[config.mk]
export PLATFORM = sky130hd
export DESIGN_NAME = dual_joystick_key_and_mouse_mapper_top
export DESIGN_NICKNAME = d
export VERILOG_FILES = /design/src/design/djkm_pkg.sv /design/src/design/djkm_mouse_axis.sv /design/src/design/dual_joystick_key_and_mouse_mapper_top.sv
export SDC_FILE = /design/constraint.sdc
export NUM_CORES = 2
export LEC_CHECK = 0
export BUFFER_PORTS_ARGS = -buffer_cell sky130_fd_sc_hd__buf_2
export CORE_UTILIZATION = 30
export DETAILED_ROUTE_END_ITERATION = 8
export GPL_TIMING_DRIVEN = 0
export PLACE_DENSITY = 0.53
export SYNTH_ARGS = -nofsm -noshare
export SYNTH_HDL_FRONTEND = slang
export SYNTH_HIERARCHICAL = 1
export SYNTH_SLANG_ARGS = --single-unit
[constraint.sdc]
create_clock -name clk -period 18.61 [get_ports clk]
set_input_delay 3.722 -clock clk [delete_from_list [all_inputs] [get_ports clk]]
set_output_delay 3.722 -clock clk [all_outputs]
set_load 0.01 [all_outputs]
[src/design/djkm_pkg.sv]
// ----------------------------------------------------------------------------
// djkm_pkg
// Shared types, register map and constants for the dual joystick key and
// mouse mapper.
// ----------------------------------------------------------------------------
package djkm_pkg;

    // field widths
    localparam int SAMPLE_W = 12;
    localparam int HYST_W   = 10;
    localparam int GAIN_W   = 8;
    localparam int STEP_W   = 8;
    localparam int NUM_KEYS = 5;
    localparam int SMOOTH_W = 24;

    // apb port
    localparam int ADDR_W = 5;
    localparam int DATA_W = 32;

    // register indexes
    localparam logic [2:0] REG_LEFT_X_CENTER  = 3'd0;
    localparam logic [2:0] REG_LEFT_Y_CENTER  = 3'd1;
    localparam logic [2:0] REG_RIGHT_X_CENTER = 3'd2;
    localparam logic [2:0] REG_RIGHT_Y_CENTER = 3'd3;
    localparam logic [2:0] REG_KEY_THRESHOLD  = 3'd4;
    localparam logic [2:0] REG_KEY_HYSTERESIS = 3'd5;
    localparam logic [2:0] REG_DEAD_ZONE      = 3'd6;
    localparam logic [2:0] REG_MOUSE_GAIN     = 3'd7;

    // register reset values
    localparam logic [SAMPLE_W-1:0] CENTER_RST    = 12'd1900;
    localparam logic [SAMPLE_W-1:0] THRESHOLD_RST = 12'd500;
    localparam logic [HYST_W-1:0]   HYSTERESIS_RST = 10'd80;
    localparam logic [SAMPLE_W-1:0] DEAD_ZONE_RST = 12'd300;
    localparam logic [GAIN_W-1:0]   GAIN_RST      = 8'd12;

    // gain scale: raw = floor(mag * gain * M / 2^25), M = ceil(2^30 / 25),
    // exact for mag * gain * 32 below 2^25
    localparam int GAIN_SCALE_W = 34;
    localparam int GAIN_SHIFT   = 25;
    localparam logic [GAIN_SCALE_W-1:0] GAIN_RECIP = 34'd42949673;
    localparam logic [GAIN_SCALE_W-1:0] GAIN_SCALE_RST =
        34'(GAIN_RST) * GAIN_RECIP;

    // key levels need room for center plus threshold plus hysteresis, signed
    localparam int LEVEL_W = 15;

    // key bit positions in the change mask
    localparam int KEY_UP    = 0;
    localparam int KEY_LEFT  = 1;
    localparam int KEY_DOWN  = 2;
    localparam int KEY_RIGHT = 3;
    localparam int KEY_JUMP  = 4;

    typedef struct packed {
        logic [SAMPLE_W-1:0] left_x;
        logic [SAMPLE_W-1:0] left_y;
        logic [SAMPLE_W-1:0] right_x;
        logic [SAMPLE_W-1:0] right_y;
        logic                button_pressed;
    } sample_t;

    typedef struct packed {
        logic                     up_held;
        logic                     left_held;
        logic                     down_held;
        logic                     right_held;
        logic                     jump_held;
        logic [NUM_KEYS-1:0]      key_change_mask;
        logic signed [STEP_W-1:0] mouse_dx;
        logic signed [STEP_W-1:0] mouse_dy;
        logic                     mouse_move;
    } result_t;

    // key that presses above a level and releases below another
    function automatic logic hyst_high(input logic held,
                                       input logic signed [LEVEL_W-1:0] v,
                                       input logic signed [LEVEL_W-1:0] press,
                                       input logic signed [LEVEL_W-1:0] release_lvl);
        logic r;
        r = held;
        if (v > press && !held)
        begin
            r = 1'b1;
        end
        else if (v < release_lvl && held)
        begin
            r = 1'b0;
        end
        return r;
    endfunction

    // key that presses below a level and releases above another
    function automatic logic hyst_low(input logic held,
                                      input logic signed [LEVEL_W-1:0] v,
                                      input logic signed [LEVEL_W-1:0] press,
                                      input logic signed [LEVEL_W-1:0] release_lvl);
        logic r;
        r = held;
        if (v < press && !held)
        begin
            r = 1'b1;
        end
        else if (v > release_lvl && held)
        begin
            r = 1'b0;
        end
        return r;
    endfunction

endpackage

[src/design/djkm_mouse_axis.sv]
// ----------------------------------------------------------------------------
// djkm_mouse_axis
// One camera axis: dead zone, gain scaling, smoothing filter and rounding
// to a saturated mouse step. Holds the filter state of the axis.
// ----------------------------------------------------------------------------
module djkm_mouse_axis #(
    parameter int MAX_STEP = 8
) (
    input  logic                                   clk,
    input  logic                                   rst_n,
    input  logic                                   update,
    input  logic [djkm_pkg::SAMPLE_W-1:0]          sample,
    input  logic [djkm_pkg::SAMPLE_W-1:0]          center,
    input  logic [djkm_pkg::SAMPLE_W-1:0]          dead_zone,
    input  logic [djkm_pkg::GAIN_SCALE_W-1:0]      gain_scale,
    output logic signed [djkm_pkg::STEP_W-1:0]     step
);
    import djkm_pkg::*;

    localparam int DELTA_W = SAMPLE_W + 1;
    localparam int PROD_W  = SAMPLE_W + GAIN_SCALE_W;
    localparam int RAW_W   = PROD_W - GAIN_SHIFT;
    localparam int SUM_W   = SMOOTH_W + 3;
    localparam int RND_W   = SMOOTH_W + 1;
    localparam logic [RND_W-1:0] HALF_LSB = RND_W'(128);
    localparam logic [RND_W-9:0] STEP_MAX = (RND_W-8)'(MAX_STEP);

    logic signed [SMOOTH_W-1:0] smooth_reg;
    logic signed [SMOOTH_W-1:0] smooth_next;

    logic signed [DELTA_W-1:0]  delta;
    logic                       neg;
    logic [SAMPLE_W-1:0]        mag;
    logic [PROD_W-1:0]          prod;
    logic [RAW_W-1:0]           raw_mag;
    logic signed [RAW_W:0]      raw;
    logic signed [SUM_W-1:0]    f_ext;
    logic signed [SUM_W-1:0]    sum;
    logic signed [SUM_W-1:0]    sum_sh;
    logic [SMOOTH_W-1:0]        f_mag;
    logic [RND_W-1:0]           rnd;
    logic [RND_W-9:0]           whole;
    logic [RND_W-9:0]           sat;

    // signed delta and its magnitude
    assign delta = $signed({1'b0, sample}) - $signed({1'b0, center});
    assign neg   = delta[DELTA_W-1];
    assign mag   = neg ? SAMPLE_W'(-delta) : delta[SAMPLE_W-1:0];

    // gain * 256 / 200 as one multiply by the precomputed scale
    assign prod    = PROD_W'(mag) * PROD_W'(gain_scale);
    assign raw_mag = (mag < dead_zone) ? '0 : prod[PROD_W-1:GAIN_SHIFT];
    assign raw     = neg ? -$signed({1'b0, raw_mag}) : $signed({1'b0, raw_mag});

    // f <- floor((3f + raw) / 4)
    assign f_ext       = SUM_W'(smooth_reg);
    assign sum         = (f_ext <<< 1) + f_ext + SUM_W'(raw);
    assign sum_sh      = sum >>> 2;
    assign smooth_next = sum_sh[SMOOTH_W-1:0];

    // round half away from zero, saturate
    assign f_mag = smooth_next[SMOOTH_W-1] ? SMOOTH_W'(-smooth_next)
                                           : smooth_next;
    assign rnd   = RND_W'(f_mag) + HALF_LSB;
    assign whole = rnd[RND_W-1:8];
    assign sat   = (whole > STEP_MAX) ? STEP_MAX : whole;
    assign step  = smooth_next[SMOOTH_W-1] ? -$signed(STEP_W'(sat))
                                           : $signed(STEP_W'(sat));

    // filter state
    always_ff @(posedge clk or negedge rst_n)
    begin
        if (!rst_n)
        begin
            smooth_reg <= '0;
        end
        else if (update)
        begin
            smooth_reg <= smooth_next;
        end
    end

endmodule

[src/design/dual_joystick_key_and_mouse_mapper_top.sv]
// ----------------------------------------------------------------------------
// dual_joystick_key_and_mouse_mapper_top
// Maps movement stick axes to held direction keys with hysteresis, the stick
// button to a jump key, and camera stick axes to smoothed mouse steps.
// ----------------------------------------------------------------------------
// One result item for every sample item. A sample is taken into an input
// register, and one registered pass computes the keys, the change mask and
// the filtered mouse steps into the result register, so a new sample can be
// taken every cycle unless the result side stalls. The throughput of one
// item per cycle is set by that single pass: the key state loops through
// the hysteresis compares and the filter state through its add and shift,
// while the gain multiplier works on the sample alone. The result register
// lets the next sample be taken while a result waits. Registers sit on an
// APB port at byte address 4*index; the user must write them only while no
// item is in flight, and the block itself does not enforce it.
module dual_joystick_key_and_mouse_mapper_top #(
    parameter int MAX_STEP    = 8,
    parameter int SAMPLE_BITS = 12
) (
    input  logic                          clk,
    input  logic                          rst_n,
    // sample channel
    input  logic                          sample_valid,
    output logic                          sample_ready,
    input  djkm_pkg::sample_t             sample,
    // result channel
    output logic                          result_valid,
    input  logic                          result_ready,
    output djkm_pkg::result_t             result,
    // register port
    input  logic                          psel,
    input  logic                          penable,
    input  logic                          pwrite,
    input  logic [djkm_pkg::ADDR_W-1:0]   paddr,
    input  logic [djkm_pkg::DATA_W-1:0]   pwdata,
    output logic [djkm_pkg::DATA_W-1:0]   prdata,
    output logic                          pready
);
    import djkm_pkg::*;

    localparam int MASK_BITS = (SAMPLE_BITS < SAMPLE_W) ? SAMPLE_BITS : SAMPLE_W;
    localparam logic [SAMPLE_W-1:0] SAMPLE_MASK =
        SAMPLE_W'((33'd1 << MASK_BITS) - 33'd1);

    // configuration registers
    logic [SAMPLE_W-1:0]     left_x_center_reg;
    logic [SAMPLE_W-1:0]     left_y_center_reg;
    logic [SAMPLE_W-1:0]     right_x_center_reg;
    logic [SAMPLE_W-1:0]     right_y_center_reg;
    logic [SAMPLE_W-1:0]     key_threshold_reg;
    logic [HYST_W-1:0]       key_hysteresis_reg;
    logic [SAMPLE_W-1:0]     dead_zone_reg;
    logic [GAIN_W-1:0]       mouse_gain_reg;
    logic [GAIN_SCALE_W-1:0] gain_scale_reg;
    logic [GAIN_SCALE_W-1:0] gain_scale_next;

    logic       cfg_write;
    logic [2:0] cfg_index;

    // pipeline
    logic    in_valid_reg;
    sample_t in_item_reg;
    logic    out_valid_reg;
    result_t result_reg;
    result_t result_next;
    logic    advance;

    logic [NUM_KEYS-1:0] key_state_reg;
    logic [NUM_KEYS-1:0] key_state_next;

    logic [SAMPLE_W-1:0] lx;
    logic [SAMPLE_W-1:0] ly;
    logic [SAMPLE_W-1:0] rx;
    logic [SAMPLE_W-1:0] ry;

    logic signed [LEVEL_W-1:0] lx_s;
    logic signed [LEVEL_W-1:0] ly_s;
    logic signed [LEVEL_W-1:0] xc_s;
    logic signed [LEVEL_W-1:0] yc_s;
    logic signed [LEVEL_W-1:0] th_s;
    logic signed [LEVEL_W-1:0] hy_s;

    logic signed [STEP_W-1:0] dx;
    logic signed [STEP_W-1:0] dy;

    // register port
    assign pready    = 1'b1;
    assign cfg_write = psel && penable && pwrite && pready;
    assign cfg_index = paddr[4:2];

    assign gain_scale_next = GAIN_SCALE_W'(pwdata[GAIN_W-1:0]) * GAIN_RECIP;

    always_ff @(posedge clk or negedge rst_n)
    begin
        if (!rst_n)
        begin
            left_x_center_reg  <= CENTER_RST;
            left_y_center_reg  <= CENTER_RST;
            right_x_center_reg <= CENTER_RST;
            right_y_center_reg <= CENTER_RST;
            key_threshold_reg  <= THRESHOLD_RST;
            key_hysteresis_reg <= HYSTERESIS_RST;
            dead_zone_reg      <= DEAD_ZONE_RST;
            mouse_gain_reg     <= GAIN_RST;
            gain_scale_reg     <= GAIN_SCALE_RST;
        end
        else if (cfg_write)
        begin
            case (cfg_index)
                REG_LEFT_X_CENTER:  left_x_center_reg  <= pwdata[SAMPLE_W-1:0];
                REG_LEFT_Y_CENTER:  left_y_center_reg  <= pwdata[SAMPLE_W-1:0];
                REG_RIGHT_X_CENTER: right_x_center_reg <= pwdata[SAMPLE_W-1:0];
                REG_RIGHT_Y_CENTER: right_y_center_reg <= pwdata[SAMPLE_W-1:0];
                REG_KEY_THRESHOLD:  key_threshold_reg  <= pwdata[SAMPLE_W-1:0];
                REG_KEY_HYSTERESIS: key_hysteresis_reg <= pwdata[HYST_W-1:0];
                REG_DEAD_ZONE:      dead_zone_reg      <= pwdata[SAMPLE_W-1:0];
                REG_MOUSE_GAIN:
                begin
                    mouse_gain_reg <= pwdata[GAIN_W-1:0];
                    gain_scale_reg <= gain_scale_next;
                end
                default: ;
            endcase
        end
    end

    // register readback
    always_comb
    begin
        case (cfg_index)
            REG_LEFT_X_CENTER:  prdata = DATA_W'(left_x_center_reg);
            REG_LEFT_Y_CENTER:  prdata = DATA_W'(left_y_center_reg);
            REG_RIGHT_X_CENTER: prdata = DATA_W'(right_x_center_reg);
            REG_RIGHT_Y_CENTER: prdata = DATA_W'(right_y_center_reg);
            REG_KEY_THRESHOLD:  prdata = DATA_W'(key_threshold_reg);
            REG_KEY_HYSTERESIS: prdata = DATA_W'(key_hysteresis_reg);
            REG_DEAD_ZONE:      prdata = DATA_W'(dead_zone_reg);
            REG_MOUSE_GAIN:     prdata = DATA_W'(mouse_gain_reg);
            default:            prdata = '0;
        endcase
    end

    // handshake: the input register moves on whenever the result register frees
    assign advance      = in_valid_reg && (!out_valid_reg || result_ready);
    assign sample_ready = !in_valid_reg || advance;
    assign result_valid = out_valid_reg;
    assign result       = result_reg;

    always_ff @(posedge clk or negedge rst_n)
    begin
        if (!rst_n)
        begin
            in_valid_reg  <= 1'b0;
            out_valid_reg <= 1'b0;
            key_state_reg <= '0;
        end
        else
        begin
            if (sample_ready)
            begin
                in_valid_reg <= sample_valid;
            end
            if (advance)
            begin
                out_valid_reg <= 1'b1;
                key_state_reg <= key_state_next;
            end
            else if (result_ready)
            begin
                out_valid_reg <= 1'b0;
            end
        end
    end

    // payload registers
    always_ff @(posedge clk)
    begin
        if (sample_valid && sample_ready)
        begin
            in_item_reg <= sample;
        end
        if (advance)
        begin
            result_reg <= result_next;
        end
    end

    // samples limited to the converter width
    assign lx = in_item_reg.left_x  & SAMPLE_MASK;
    assign ly = in_item_reg.left_y  & SAMPLE_MASK;
    assign rx = in_item_reg.right_x & SAMPLE_MASK;
    assign ry = in_item_reg.right_y & SAMPLE_MASK;

    // key levels as exact signed values
    assign lx_s = $signed(LEVEL_W'(lx));
    assign ly_s = $signed(LEVEL_W'(ly));
    assign xc_s = $signed(LEVEL_W'(left_x_center_reg));
    assign yc_s = $signed(LEVEL_W'(left_y_center_reg));
    assign th_s = $signed(LEVEL_W'(key_threshold_reg));
    assign hy_s = $signed(LEVEL_W'(key_hysteresis_reg));

    // direction keys with hysteresis, jump follows the button
    always_comb
    begin
        key_state_next[KEY_UP] = hyst_high(key_state_reg[KEY_UP], ly_s,
                                           yc_s + th_s + hy_s, yc_s + th_s - hy_s);
        key_state_next[KEY_DOWN] = hyst_low(key_state_reg[KEY_DOWN], ly_s,
                                            yc_s - th_s - hy_s, yc_s - th_s + hy_s);
        key_state_next[KEY_LEFT] = hyst_low(key_state_reg[KEY_LEFT], lx_s,
                                            xc_s - th_s - hy_s, xc_s - th_s + hy_s);
        key_state_next[KEY_RIGHT] = hyst_high(key_state_reg[KEY_RIGHT], lx_s,
                                              xc_s + th_s + hy_s, xc_s + th_s - hy_s);
        key_state_next[KEY_JUMP] = in_item_reg.button_pressed;
    end

    // camera axes
    djkm_mouse_axis #(
        .MAX_STEP (MAX_STEP)
    ) u_axis_x (
        .clk        (clk),
        .rst_n      (rst_n),
        .update     (advance),
        .sample     (rx),
        .center     (right_x_center_reg),
        .dead_zone  (dead_zone_reg),
        .gain_scale (gain_scale_reg),
        .step       (dx)
    );

    djkm_mouse_axis #(
        .MAX_STEP (MAX_STEP)
    ) u_axis_y (
        .clk        (clk),
        .rst_n      (rst_n),
        .update     (advance),
        .sample     (ry),
        .center     (right_y_center_reg),
        .dead_zone  (dead_zone_reg),
        .gain_scale (gain_scale_reg),
        .step       (dy)
    );

    // result assembly
    always_comb
    begin
        result_next.up_held         = key_state_next[KEY_UP];
        result_next.left_held       = key_state_next[KEY_LEFT];
        result_next.down_held       = key_state_next[KEY_DOWN];
        result_next.right_held      = key_state_next[KEY_RIGHT];
        result_next.jump_held       = key_state_next[KEY_JUMP];
        result_next.key_change_mask = key_state_next ^ key_state_reg;
        result_next.mouse_dx        = dx;
        result_next.mouse_dy        = dy;
        result_next.mouse_move      = (dx != '0) || (dy != '0);
    end

    // checks
    a_held_matches_state: assert property (@(posedge clk) disable iff (!rst_n)
        advance |=> (result_reg.up_held == key_state_reg[KEY_UP])
            && (result_reg.left_held == key_state_reg[KEY_LEFT])
            && (result_reg.down_held == key_state_reg[KEY_DOWN])
            && (result_reg.right_held == key_state_reg[KEY_RIGHT])
            && (result_reg.jump_held == key_state_reg[KEY_JUMP]))
        else $error("held keys differ from key state");

    a_step_bounded: assert property (@(posedge clk) disable iff (!rst_n)
        out_valid_reg |-> (result_reg.mouse_dx <= $signed(STEP_W'(MAX_STEP)))
            && (result_reg.mouse_dx >= -$signed(STEP_W'(MAX_STEP)))
            && (result_reg.mouse_dy <= $signed(STEP_W'(MAX_STEP)))
            && (result_reg.mouse_dy >= -$signed(STEP_W'(MAX_STEP))))
        else $error("mouse step beyond limit");

    a_move_flag: assert property (@(posedge clk) disable iff (!rst_n)
        out_valid_reg |-> result_reg.mouse_move
            == ((result_reg.mouse_dx != '0) || (result_reg.mouse_dy != '0)))
        else $error("mouse move flag inconsistent");

    a_no_overwrite: assert property (@(posedge clk) disable iff (!rst_n)
        (sample_valid && sample_ready && in_valid_reg) |-> advance)
        else $error("input register overwritten while held");

endmodule

==> Word level (Yosys, flattened, before mapping) <==
Cells that the tools add are included.
{ "word_totals": {"output_inout_bits": 62, "regBits": 255, "input_bits": 93, "wordCells": 135} }
{ "op_classes": {"order_cmp": 12, "n_addsub": 28, "bitwise_logic": 1, "reduce_logical": 33, "n_eq_ne": 7, "n_mul": 3, "muxes": 23} }
{ "ops": {"columns": ["cell", "n"], "rows": [
  ["$pmux W32 S8", 1],
  ["$mul A12 B34 Y46", 2],
  ["$add A25 B24 Y26", 2],
  ["$add A26 B22 Y26", 2],
  ["$sub A12 B12 Y13", 4],
  ["$add A24 B8 Y25 const B", 2],
  ["$mux W24", 2],
  ["$neg A24 Y24", 2],
  ["$mux W22", 2],
  ["$neg A21 Y22", 2],
  ["$mux W21", 2],
  ["$gt A17 B4 Y1 const B", 2],
  ["$mul A8 B26 Y34 const B", 1],
  ["$mux W8", 4],
  ["$add A15 B11 Y15", 2],
  ["$gt A13 B15 Y1", 2],
  ["$lt A13 B15 Y1", 2],
  ["$add A13 B11 Y14", 2],
  ["$gt A13 B14 Y1", 2],
  ["$lt A13 B14 Y1", 2],
  ["$sub A13 B10 Y14", 2],
  ["$sub A13 B11 Y14", 2],
  ["$add A12 B12 Y13", 2],
  ["$lt A12 B12 Y1", 2],
  ["15 further kinds", 57]
]} }

==> Longest topological paths before layout <==
{ "logic_depth": {"word_depth": 17, "ltp_mapped": 78} }

==> Cells and area by module <==
Netlist, hierarchy kept.
{ "modules_own_cells": {"columns": ["module", "cells_each", "area_each_um2", "instances"], "rows": [
  ["dual_joystick_key_and_mouse_mapper_top", 2037, 19316.0, 1],
  ["djkm_mouse_axis at u_axis_x", 2392, 19042.0, 1],
  ["djkm_mouse_axis at u_axis_y", 2352, 18860.6, 1]
]} }

==> Worst setup path before layout <==
Ideal clock, no wire load.
{ "synth_path": {"path_kind": "flip-flop to flip-flop", "start": "register right_x_center_reg[0]", "end": "register result_reg, in the netlist result[0] (data pin)", "setup_ns": 0.273, "path_slack_ns": 2.386, "arrival_ns": 15.951, "path_stages_with_launch": 71, "path_buffers": 6, "required_time_ns": 18.337, "synth_period_minus_slack_ns": 16.224, "cell_sequence": "dfrtp_1 > ha_1 > fa_1 > nand2b_1 > a21oi_1 > nand2b_1 > xor2_1 > or3_1 > or4_1 > o21ai_0 > xnor2_1 > xnor2_1 > clkbuf_1 > and2_1 > fa_1 > inv_1 > fa_1 > fa_1 > [... 35 more ...] > buf_1 > nor2_1 > xnor2_1 > ha_1 > inv_1 > or4_1 > nor4_1 > nand4_1 > o41ai_1 > mux2i_1 > a211o_1 > o211ai_1 > nor2_1 > nand2_1 > ha_1 > a21o_1 > nor4_1 > nand4_1"} }
{ "synth_lines": {"columns": ["element", "line_no", "rtl"], "rows": [
  ["from (decl)", "dual_joystick_key_and_mouse_mapper_top.sv:48", "logic [SAMPLE_W-1:0] right_x_center_reg;"],
  ["from (signal assigned)", "dual_joystick_key_and_mouse_mapper_top.sv:112", "REG_RIGHT_X_CENTER: right_x_center_reg <= pwdata[SAMPLE_W-1:0];"],
  ["to (signal assigned)", "dual_joystick_key_and_mouse_mapper_top.sv:184", "result_reg <= result_next;"],
  ["to (decl)", "dual_joystick_key_and_mouse_mapper_top.sv:64", "result_t result_reg;"]
]} }

==> results.py <==
metrics = {
    "clocking": {
        "clk_latency_ns": 0.64,
        "clock-sinks": 252,
        "clk_pin_slew_ns": 0.07,
        "htreeDepth": 2,
        "postCtsHoldBufs": 0,
        "cts_inserted_buffers": 36,
        "cts_root_buf": "clkbuf_16",
        "cts_tree": "built",
        "cts_max_path_buffers": 3,
    },
    "logic_synthesis": {
        "synth_top_flop_cell": "dfrtp_1",
        "yosys_warnings": 6,
        "syn-mean-instance-area_sq_um": 8.44,
        "synthArstFlopShare": 0.698,
        "synth_edf_count": 76,
        "ys_types": 123,
        "postSynthCellCount": 6781,
        "syn-cell-area_sq_mm": 0.0572,
        "seq_area_frac_synth": 0.118,
        "ys_ff_latch": 252,
        "synth-adder-area-share": 0.381,
        "yosys.area_share.simple": 0.191,
        "yosys.area_share.xor_xnor": 0.0472,
        "synth.area.mux_share": 0.0240,
        "synth_compound_area_frac": 0.147,
        "synth_top_family_by_area": "adder cells",
    },
    "critical_path": {
        "worst-path-max-fanout": 10,
        "critical_path_required_ns": 18.96,
        "r2r-start": "rx[0]",
        "startpoint": "rx[0]",
        "arrival_ns": 18.33,
        "rrSetupSlack_ns": 0.63,
        "cp-start-kind": "register",
        "cp_slowest_cell": "fa_1",
        "crit_top_cell": "fa_1",
        "crit_path_max_incr_delay_ns": 0.62,
        "endpoint_kind": "register",
        "crit_type": "reg2reg",
    },
    "floorplan": {
        "num_rows": 159,
        "die_h_um": 439,
        "initial_core_util": 0.303,
        "dieWidth_um": 439,
        "coreArea_sq_mm": 0.189,
        "io_pins": 155,
        "die-area_sq_mm": 0.192,
    },
    "placed_design": {
        "gp_congestion": 0.943,
        "dp_hpwl_um": 162000,
        "place_ws_ns": -2.39,
        "portBuffers": 111,
    },
    "timing": {
        "fmax_mhz": 55.6,
        "worst_slack_ns": 0.631,
        "finalCritPeriodShare": 0.966,
        "fin_skew_ns": 0.0338,
        "setup_viol": 0,
        "finalHoldViolations": 0,
        "layout_min_cycle_time_ns": 17.98,
        "maxSlewHeadroom": 0.204,
        "tightest_slew_ns": 1.19,
        "slew_violations": 0,
    },
    "final_layout": {
        "area_delta_synth_final_pct": 10.6,
        "mostFrequentLayoutCells": "inv_1 (1042), nand2_1 (784), fa_1 (737), ha_1 (552), and2_1 (329)",
        "largest_reg_flops": 31,
        "drive_above_1_share": 0.0908,
        "nets": 8367,
        "layout.cells.most_common": "inv_1",
    },
    "route": {
        "wl_per_cell_um": 21.0,
        "ant_nets": 0,
        "routed_wirelength_um": 199000,
        "drc": 0,
        "drt_iter0_drc": 3566,
        "vias_per_cell": 5.18,
        "dr.pass1.iters": 5,
        "route.vias.total": 49200,
    },
    "hold_path": {
        "min_from": "mouse_gain_reg[5]",
        "hold_path_class": "reg2reg",
    },
    "global_routing": {
        "grt_overflow_total": 0,
        "antenna_found_initial": 25,
        "track_usage": 0.207,
        "grt_pass1_wl_um": 306000,
        "grt_max_degree": 121,
        "grt_pass1_vias": 50000,
    },
    "run": {
        "drv_cap": 0,
    },
    "status": {
        "status": "finished, final reports clean",
    },
}
## cell type report
cell class                 instances  area, sq um
clock inverter                    21          255
timing repair buffer             147          903
tap                             2495         3120
fill                           20000       125000
buffer                           293         1300
clock buffer                      44         1010
antenna                            6         15.0
multi-input combinational       5198        46000
sequential                       252         6760
inverter                        1046         3930
## cell families (layout without fill, tap and decap cells)
family,Yosys count,after routing
simple gates,2187,2187
buf+inv,1350,1551
fa+ha+maj,1300,1300
compound gates,1264,1264
xor+xnor,306,306
flops,252,252
mux,120,120
other cells,2,27
## worst max-delay path: cells and delay by family, from the launching register on
kind	cells	cell delay, ns
adders and majority gates	12	5.18
DFF	1	0.32
and+or+nand+nor	24	4.90
xor gates and xnor gates	6	1.03
muxes	1	0.25
AOI/OAI and AO/OA	18	4.29
buffers and inverters	11	1.70
## synth_stat cells (all sizes together), types with 16 or more instances
master / instances / share of area
a2111oi: 16 / 0.0033
a211o: 25 / 0.0038
a211oi: 57 / 0.0082
a21o: 69 / 0.0091
a21oi: 335 / 0.029
a31oi: 56 / 0.0061
and2: 331 / 0.036
and3: 30 / 0.0033
buf: 58 / 0.0065
clkbuf: 246 / 0.016
dfrtp: 119 / 0.052
dfstp: 57 / 0.026
edfxtp: 76 / 0.040
fa: 737 / 0.26
ha: 563 / 0.12
inv: 1044 / 0.068
mux2: 78 / 0.015
mux2i: 36 / 0.0063
nand2: 785 / 0.051
nand2b: 126 / 0.014
nand3: 91 / 0.0081
nand4: 81 / 0.0091
nor2: 323 / 0.021
nor2b: 110 / 0.012
nor3: 119 / 0.010
nor4: 40 / 0.0050
o211ai: 51 / 0.0067
o21a: 64 / 0.0086
o21ai: 294 / 0.026
o21bai: 34 / 0.0045
o221ai: 16 / 0.0024
o22ai: 17 / 0.0019
o31ai: 35 / 0.0046
o41ai: 23 / 0.0046
or2: 33 / 0.0037
or3: 36 / 0.0040
or4: 18 / 0.0026
xnor2: 212 / 0.032
xor2: 93 / 0.014
## path summary, 6_finish.rpt
kind	to	depth (start not counted)
worst min-delay path	mouse_gain_reg[5]	2
min in group asynchronous	key_state_reg[1]	1
max in group asynchronous	right_y_center_reg[1]	2
worst max register to register	result[0]	72
worst min register to register	mouse_gain_reg[5]	2
worst max-delay path	result[0]	72
## metal layers
| metal | track usage | up-vias | routed length (um) |
|---|---|---|---|
| met2 | 0.336 | 1523 | 91300 |
| met5 | 0 | - | 68 |
| met4 | 0.0666 | 12 | 6900 |
| met1 | 0.281 | 24600 | 89000 |
| li1 | - | 22800 | - |
| met3 | 0.0283 | 304 | 12300 |
## what timing repair did
action,CTS,global route
resized for setup,64,117
cloned,0,0
buffers inserted,15,17
setup endpoints to repair,17,17
pin swaps,9,22
endpoints found under the hold margin,0,0
## metrics by stage
stage | TNS (ns) | utilization | instance area (sq um) | hold slack [ns] | instances
floorplan | 0 | - | 57300 | 0.440 | 6800
global placement | -15.94 | 0.323 | 61000 | 0.471 | 9406
detailed placement | -19.17 | 0.324 | 61000 | 0.469 | 9409
CTS | 0 | 0.332 | 62700 | 0.490 | 9484
global route | -0.133 | 0.335 | 63300 | 0.514 | 9497
finish | 0 | 0.336 | 63300 | 0.488 | 9502
Power is left out: the tool's default activity adds up to more than one toggle a clock period on the data nets, which glitch-free logic cannot reach.
